$ cat src/rtl/core/lcdnw_pkg.sv
// Package for the character LCD nibble writer.
// Holds command and config codes, timing constants, init tables, strobe struct.
// No dependencies.
package lcdnw_pkg;

    typedef enum logic [1:0] {
        CMD_INIT  = 2'd0,
        CMD_BYTE  = 2'd1,
        CMD_DATA  = 2'd2,
        CMD_CLEAR = 2'd3
    } t_cmd;

    typedef enum logic [1:0] {
        CFG_ENABLE_WIDTH    = 2'd0,
        CFG_LINE_LENGTH     = 2'd1,
        CFG_SECOND_LINE_CMD = 2'd2
    } t_cfg_idx;

    localparam logic [15:0] INIT_NIBBLE_SETTLE = 16'd30000;
    localparam logic [15:0] BYTE_SETTLE        = 16'd1000;
    localparam logic [15:0] INIT_CMD_SETTLE    = 16'd1800;
    localparam logic [15:0] CLEAR_SETTLE       = 16'd11000;
    localparam logic [6:0]  COUNT_MAX          = 7'd127;
    localparam logic [7:0]  CLEAR_BYTE         = 8'h01;

    localparam logic [7:0] ENABLE_WIDTH_RST    = 8'd25;
    localparam logic [6:0] LINE_LENGTH_RST     = 7'd16;
    localparam logic [7:0] SECOND_LINE_CMD_RST = 8'hC1;

    // Strobe counts less one for each kind of burst
    localparam logic [3:0] LAST_IDX_INIT = 4'd11;
    localparam logic [3:0] LAST_IDX_BYTE = 4'd1;
    localparam logic [3:0] LAST_IDX_WRAP = 4'd3;

    typedef logic [0:3][7:0] t_byte_tab;
    localparam t_byte_tab INIT_NIBBLES = '{8'h30, 8'h30, 8'h30, 8'h20};
    localparam t_byte_tab INIT_CMDS    = '{8'h28, 8'h0C, 8'h06, 8'h80};

    // One strobe as it leaves the generator
    typedef struct packed {
        logic        reg_select;
        logic [3:0]  nibble;
        logic [15:0] settle_count;
        logic        last;
    } t_strobe;

endpackage

$ cat src/rtl/core/lcdnw_strobe_gen.sv
// Strobe generator: maps a burst descriptor and strobe index to one strobe.
// Depends on lcdnw_pkg.
module lcdnw_strobe_gen (
    input  lcdnw_pkg::t_cmd    i_kind,
    input  logic [7:0]         i_byte,
    input  logic               i_wrap,
    input  logic [7:0]         i_wrap_cmd,
    input  logic [3:0]         i_idx,
    output lcdnw_pkg::t_strobe o_strobe
);

    logic [7:0] sel_byte;
    logic [1:0] init_k;
    logic [3:0] last_idx;

    // Init command bytes start at index 4; two strobes per byte
    assign init_k = 2'(i_idx[2:1] - 2'd2);

    always_comb begin
        o_strobe = '0;
        sel_byte = 8'h00;
        last_idx = lcdnw_pkg::LAST_IDX_BYTE;
        unique case (i_kind)
            lcdnw_pkg::CMD_INIT: begin
                last_idx = lcdnw_pkg::LAST_IDX_INIT;
                if (i_idx < 4'd4) begin
                    o_strobe.nibble       = lcdnw_pkg::INIT_NIBBLES[i_idx[1:0]][7:4];
                    o_strobe.settle_count = lcdnw_pkg::INIT_NIBBLE_SETTLE;
                end else begin
                    sel_byte = lcdnw_pkg::INIT_CMDS[init_k];
                    o_strobe.nibble = i_idx[0] ? sel_byte[3:0] : sel_byte[7:4];
                    o_strobe.settle_count = i_idx[0] ? lcdnw_pkg::INIT_CMD_SETTLE : 16'd0;
                end
            end
            lcdnw_pkg::CMD_BYTE: begin
                o_strobe.nibble = i_idx[0] ? i_byte[3:0] : i_byte[7:4];
                o_strobe.settle_count = i_idx[0] ? lcdnw_pkg::BYTE_SETTLE : 16'd0;
            end
            lcdnw_pkg::CMD_DATA: begin
                last_idx = i_wrap ? lcdnw_pkg::LAST_IDX_WRAP : lcdnw_pkg::LAST_IDX_BYTE;
                // The character itself, then the line wrap command if any
                sel_byte = i_idx[1] ? i_wrap_cmd : i_byte;
                o_strobe.reg_select = ~i_idx[1];
                o_strobe.nibble = i_idx[0] ? sel_byte[3:0] : sel_byte[7:4];
                o_strobe.settle_count = i_idx[0] ? lcdnw_pkg::BYTE_SETTLE : 16'd0;
            end
            lcdnw_pkg::CMD_CLEAR: begin
                sel_byte = lcdnw_pkg::CLEAR_BYTE;
                o_strobe.nibble = i_idx[0] ? sel_byte[3:0] : sel_byte[7:4];
                o_strobe.settle_count = i_idx[0] ? lcdnw_pkg::CLEAR_SETTLE : 16'd0;
            end
            default: ;
        endcase
        o_strobe.last = (i_idx == last_idx);
    end

endmodule

$ cat src/rtl/core/char_lcd_nibble_writer.sv
// Top level of the character LCD nibble writer.
// Depends on lcdnw_pkg and lcdnw_strobe_gen.
//
// Usage:
//   The slave stream takes one request per transaction: tuser carries the
//   request code (initialise, command byte, data character, clear display),
//   tdata the byte and the first-of-string flag. The master stream gives one
//   transaction per enable strobe of a 4-bit HD44780-style interface: tuser
//   is the register-select level, tdata the nibble and the settle count in
//   delay loop units, and tlast marks the final strobe of a request.
//   A request produces twelve strobes for initialise, four for a data
//   character that wraps to the second line and two otherwise. The first
//   strobe passes through the burst register and then the output register.
//   The next request is accepted in the cycle that the last strobe of the
//   current one moves into the output register, so bursts follow each other
//   with no gap while the master side is ready.
//   A stalled master side holds the output register, the burst freezes and
//   the slave side stops taking requests once the burst register is full.
//   Reset empties both registers, clears the character counter and loads the
//   configuration registers with their defaults. The configuration channel
//   is always ready and is meant to be written only while the block is idle.
module char_lcd_nibble_writer (
    input  logic        i_clk,
    input  logic        i_rst_n,
    // Requests
    input  logic        s_tvalid,
    output logic        s_tready,
    input  logic [15:0] s_tdata,   // [7:0] byte_value, [8] first_of_string, rest zero
    input  logic [1:0]  s_tuser,   // [1:0] command
    // Strobes
    output logic        m_tvalid,
    input  logic        m_tready,
    output logic [23:0] m_tdata,   // [3:0] nibble, [19:4] settle_count, rest zero
    output logic        m_tuser,   // [0] reg_select
    output logic        m_tlast,   // last
    // Configuration writes
    input  logic        i_cfg_valid,
    output logic        o_cfg_ready,
    input  logic [1:0]  i_cfg_index,
    input  logic [7:0]  i_cfg_data,
    // Enable pulse high time for the strobe timing logic outside
    output logic [7:0]  o_enable_width
);

    // Configuration registers. The enable width is kept for the strobe
    // timing logic outside; it does not alter any strobe field.
    logic [7:0] r_enable_width;
    logic [6:0] r_line_length;
    logic [7:0] r_second_line_cmd;

    // Burst register: the request currently being turned into strobes
    logic               r_b_valid;
    lcdnw_pkg::t_cmd    r_b_kind;
    logic [7:0]         r_b_byte;
    logic               r_b_wrap;
    logic [3:0]         r_b_idx;

    // Character counter of the current string
    logic [6:0]         r_char_count;
    logic [6:0]         n_char_count;
    logic               n_wrap;
    logic [6:0]         count_base;

    // Output register
    logic               r_out_valid;
    lcdnw_pkg::t_strobe r_out;
    lcdnw_pkg::t_strobe strobe;

    logic               in_fire;
    logic               out_free;
    lcdnw_pkg::t_cmd    in_cmd;

    assign in_cmd   = lcdnw_pkg::t_cmd'(s_tuser);
    assign out_free = ~r_out_valid | m_tready;
    assign s_tready = ~r_b_valid | (out_free & strobe.last);
    assign in_fire  = s_tvalid & s_tready;

    assign o_cfg_ready    = 1'b1;
    assign o_enable_width = r_enable_width;

    always_ff @(posedge i_clk) begin
        if (!i_rst_n) begin
            r_enable_width    <= lcdnw_pkg::ENABLE_WIDTH_RST;
            r_line_length     <= lcdnw_pkg::LINE_LENGTH_RST;
            r_second_line_cmd <= lcdnw_pkg::SECOND_LINE_CMD_RST;
        end else if (i_cfg_valid) begin
            unique case (lcdnw_pkg::t_cfg_idx'(i_cfg_index))
                lcdnw_pkg::CFG_ENABLE_WIDTH:    r_enable_width    <= i_cfg_data;
                lcdnw_pkg::CFG_LINE_LENGTH:     r_line_length     <= i_cfg_data[6:0];
                lcdnw_pkg::CFG_SECOND_LINE_CMD: r_second_line_cmd <= i_cfg_data;
                default: ;
            endcase
        end
    end

    // Counter update for a data character. The counter sticks at its top
    // value and then never triggers a wrap. A zero line length never matches.
    always_comb begin
        count_base   = s_tdata[8] ? 7'd0 : r_char_count;
        n_char_count = r_char_count;
        n_wrap       = 1'b0;
        if (in_cmd == lcdnw_pkg::CMD_DATA) begin
            n_char_count = count_base;
            if (count_base < lcdnw_pkg::COUNT_MAX) begin
                n_char_count = 7'(count_base + 7'd1);
                n_wrap       = (n_char_count == r_line_length);
            end
        end
    end

    lcdnw_strobe_gen u_strobe_gen (
        .i_kind     (r_b_kind),
        .i_byte     (r_b_byte),
        .i_wrap     (r_b_wrap),
        .i_wrap_cmd (r_second_line_cmd),
        .i_idx      (r_b_idx),
        .o_strobe   (strobe)
    );

    always_ff @(posedge i_clk) begin
        if (!i_rst_n) begin
            r_b_valid    <= 1'b0;
            r_char_count <= 7'd0;
            r_out_valid  <= 1'b0;
        end else begin
            if (out_free) begin
                r_out_valid <= r_b_valid;
            end
            if (in_fire) begin
                r_b_valid    <= 1'b1;
                r_char_count <= n_char_count;
            end else if (r_b_valid && out_free && strobe.last) begin
                r_b_valid <= 1'b0;
            end
        end
    end

    // Payload registers
    always_ff @(posedge i_clk) begin
        if (in_fire) begin
            r_b_kind <= in_cmd;
            r_b_byte <= s_tdata[7:0];
            r_b_wrap <= n_wrap;
            r_b_idx  <= 4'd0;
        end else if (r_b_valid && out_free) begin
            r_b_idx <= 4'(r_b_idx + 4'd1);
        end
        if (out_free) begin
            r_out <= strobe;
        end
    end

    assign m_tvalid = r_out_valid;
    assign m_tdata  = {4'd0, r_out.settle_count, r_out.nibble};
    assign m_tuser  = r_out.reg_select;
    assign m_tlast  = r_out.last;

endmodule
$ cat config.mk
export PLATFORM = sky130hd
export DESIGN_NAME = char_lcd_nibble_writer
export DESIGN_NICKNAME = d
export VERILOG_FILES = /design/src/rtl/core/lcdnw_pkg.sv /design/src/rtl/core/lcdnw_strobe_gen.sv /design/src/rtl/core/char_lcd_nibble_writer.sv
export SDC_FILE = /design/constraint.sdc
export NUM_CORES = 1
export LEC_CHECK = 0
export BUFFER_PORTS_ARGS = -buffer_cell sky130_fd_sc_hd__buf_2
export CAP_MARGIN = 15
export CELL_PAD_IN_SITES_DETAIL_PLACEMENT = 0
export CELL_PAD_IN_SITES_GLOBAL_PLACEMENT = 1
export CORE_MARGIN = 2
export CORE_UTILIZATION = 35
export DETAILED_ROUTE_END_ITERATION = 16
export PLACE_DENSITY_LB_ADDON = 0.1
export RECOVER_POWER = 25
export SYNTH_ARGS = -nofsm -noshare
export SYNTH_HDL_FRONTEND = slang
export SYNTH_SLANG_ARGS = --single-unit
$ cat constraint.sdc
create_clock -name i_clk -period 3.4 [get_ports i_clk]
set_input_delay 0.34 -clock i_clk [delete_from_list [all_inputs] [get_ports i_clk]]
set_output_delay 0.34 -clock i_clk [all_outputs]
set_load 0.01 [all_outputs]
==> impl_metrics.yaml <==
yosys:
  ys_seq_area_share_pct: 50.1
  synth_top_cell_by_area: "edfxtp_1"
  synth_edf_count: 25
  syn_inst: 278
  synthesis.area_um2: 2940
  ys_types: 54
  syn_area_per_cell_um2: 10.6
  ys_ff_latch: 61
  synth-main-ff-cell: "dfxtp_1"
  synth_top_area_share_pct: 25.5
  async_flop_share_pct: 0
  yosys_warnings: 0
  synthTopCellsByArea: "edfxtp_1, dfxtp_1, mux2i_1"
  synth_most_common_cell: "dfxtp_1"
  synth_common_cells: "dfxtp_1, nor2_1, mux2i_1"
route:
  viasPerCell: 4.77
  drtPass1Iterations: 4
  wl_per_cell_um: 13.8
  vias: 2085
  ant_nets: 0
  drc: 0
  drt-total-wl_um: 6030
  drtIter0Drc: 65
power:
  power_density_nw_per_um2: 495
  ir_drop_mv: 0.195
  p_leak_nw: 1.46
timing:
  min_period_over_period_pct: 71.3
  max_freq_mhz: 412
  finClkSkew_ns: 0.00946
  slew_violations: 0
  finalHoldViolCount: 0
  setup_tns_ns: 0
  tightest_slew_ns: 1.12
  slew_headroom_pct: 25.5
  rsz0062_at_grt: "no"
  fin_crit_ns: 2.43
  finalSetupViolCount: 0
clock_network:
  numClockSinks: 61
  cts_resized: 0
  tritoncts: "done"
  clock_latency_ns: 0.33
  path_clk_slew_ns: 0.07
  cts_setup_buffers: 0
  ctsHoldBuffers: 0
  h-tree-depth: 3
  clockRootBuffer: "clkbuf_8"
  clockBufferDepth: 2
  cts_buffers: 9
floorplan:
  start_util_pct: 36.0
  core_area_um2: 8180
  num_rows: 33
  die_y_um: 95.6
  dieWidth_um: 95.6
  die_area_um2: 9150
  ios: 70
global_routing:
  grt_pass1_vias: 2017
  grt-ovfl-total: 0
  grt_usage_pct: 14.5
  antenna_found_initial: 0
  grt_pass1_wl_um: 9870
  grt_max_degree: 23
finish:
  fin_util_pct: 41.3
  final_net_count: 366
  fillers: 812
  final_layout_size_suffix_gt1_share_pct: 22.3
  areaGrowthSynthToFinish_pct: 14.9
  n_antenna_cell: 0
worst_setup_path:
  arrival_ns: 2.63
  cp-end-kind: "register"
  required_ns: 3.61
  path_class: "reg -> reg"
  cp-start-kind: "register"
  crit_fanout: 22
job:
  cap_violations: 0
place:
  dpl.hpwl_um: 4270
  port_buffers: 53
  gp_congestion: 0.771
hold_path:
  hp-class: "in -> reg"
outcome:
  outcome: "finished, final reports clean"
[worst paths after layout]
check	slack, ns	start	to	cells past startpoint
setup reg to reg	0.97	m_tvalid	r_char_count[6]	7
hold reg to reg	0.47	o_enable_width[3]	o_enable_width[3]	2
setup / recovery	0.97	m_tvalid	r_char_count[6]	7
hold / removal	0.18	s_tdata[5]	r_b_byte[5]	1
[logic make-up after synthesis]
group | share of synthesized area [%]
AOI/OAI and AO/OA | 9.41
xor gates and xnor gates | 4.64
adders and majority gates | 2.55
buffers and inverters | 6.43
DFF | 50.1
muxes | 11.4
other | 0.256
and+or+nand+nor | 15.2
[area by class of cell]
cell class / count / area (um2) / area share, %
clock buffers: 13 / 139 / 4.11
multi-input cells: 189 / 1310 / 38.6
repair buffers: 57 / 284 / 8.41
flip-flops and latches: 61 / 1470 / 43.6
well taps: 105 / 131 / 3.89
inverters: 9 / 33.8 / 1.00
clock inverters: 3 / 12.5 / 0.371
[where the power goes]
part	switching, mW	internal (mW)
logic	0.157	0.119
clock network	0.268	0.260
registers	0.0339	0.833
total	0.459	1.21
[per-layer routing]
metal	vias up	track usage [%]	wire length, um
li1	1058	-	-
met1	963	18.2	2810
met2	51	23.4	2800
met3	13	3.16	277
met4	0	7.50	133
met5	-	0	0
[placed cells by master (no fill, tap or decap), types with 3 or more instances in the layout]
cell      count
ha_1          6
xor2_1        4
nor3_1        6
nor2_1       32
dfxtp_1      36
nand3_1       4
nand2b_1      3
o21ai_0       5
nand2_1      19
mux2i_1      29
nor2b_1       9
a221oi_1      3
xnor2_1       9
clkbuf_8      9
a21oi_1       8
buf_2        50
conb_1        9
nand3b_1      3
edfxtp_1     25
clkbuf_1      9
inv_1         9
[critical path: stages, from the launching register on]
cell and delay, ns:
dfxtp_1 0.31, nand2b_1 0.06, clkbuf_1 0.82, nand3_1 0.25, o32ai_4 0.32, nand2_2 0.12, nor2_2 0.24, o221ai_1 0.16
[sequential cells by signal (all words and copies together), names as in the netlist]
| register | count |
|---|---|
| r_second_line_cmd | 8 |
| r_b_valid | 1 |
| m_tlast | 1 |
| o_enable_width | 8 |
| r_b_kind | 2 |
| r_char_count | 7 |
| r_b_byte | 8 |
| m_tdata | 12 |
| r_line_length | 7 |
| m_tuser | 1 |
| m_tvalid | 1 |
| r_b_wrap | 1 |
| r_b_idx | 4 |
[stage by stage]
stage | instance area [um2] | instances | setup slack, ns | power (mW) | hold slack, ns
2_1_floorplan | 2970 | 285 | 1.34 | 1.08 | 0.439
3_3_place_gp | 3240 | 421 | 1.05 | 1.16 | 0.454
3_5_place_dp | 3240 | 421 | 1.02 | 1.16 | 0.455
4_1_cts | 3390 | 437 | 1.07 | 1.70 | 0.160
5_1_grt | 3380 | 437 | 0.679 | 1.76 | 0.161
6_report | 3380 | 437 | 0.975 | 1.67 | 0.179
No activity file was read; power rests on OpenSTA's default activity.
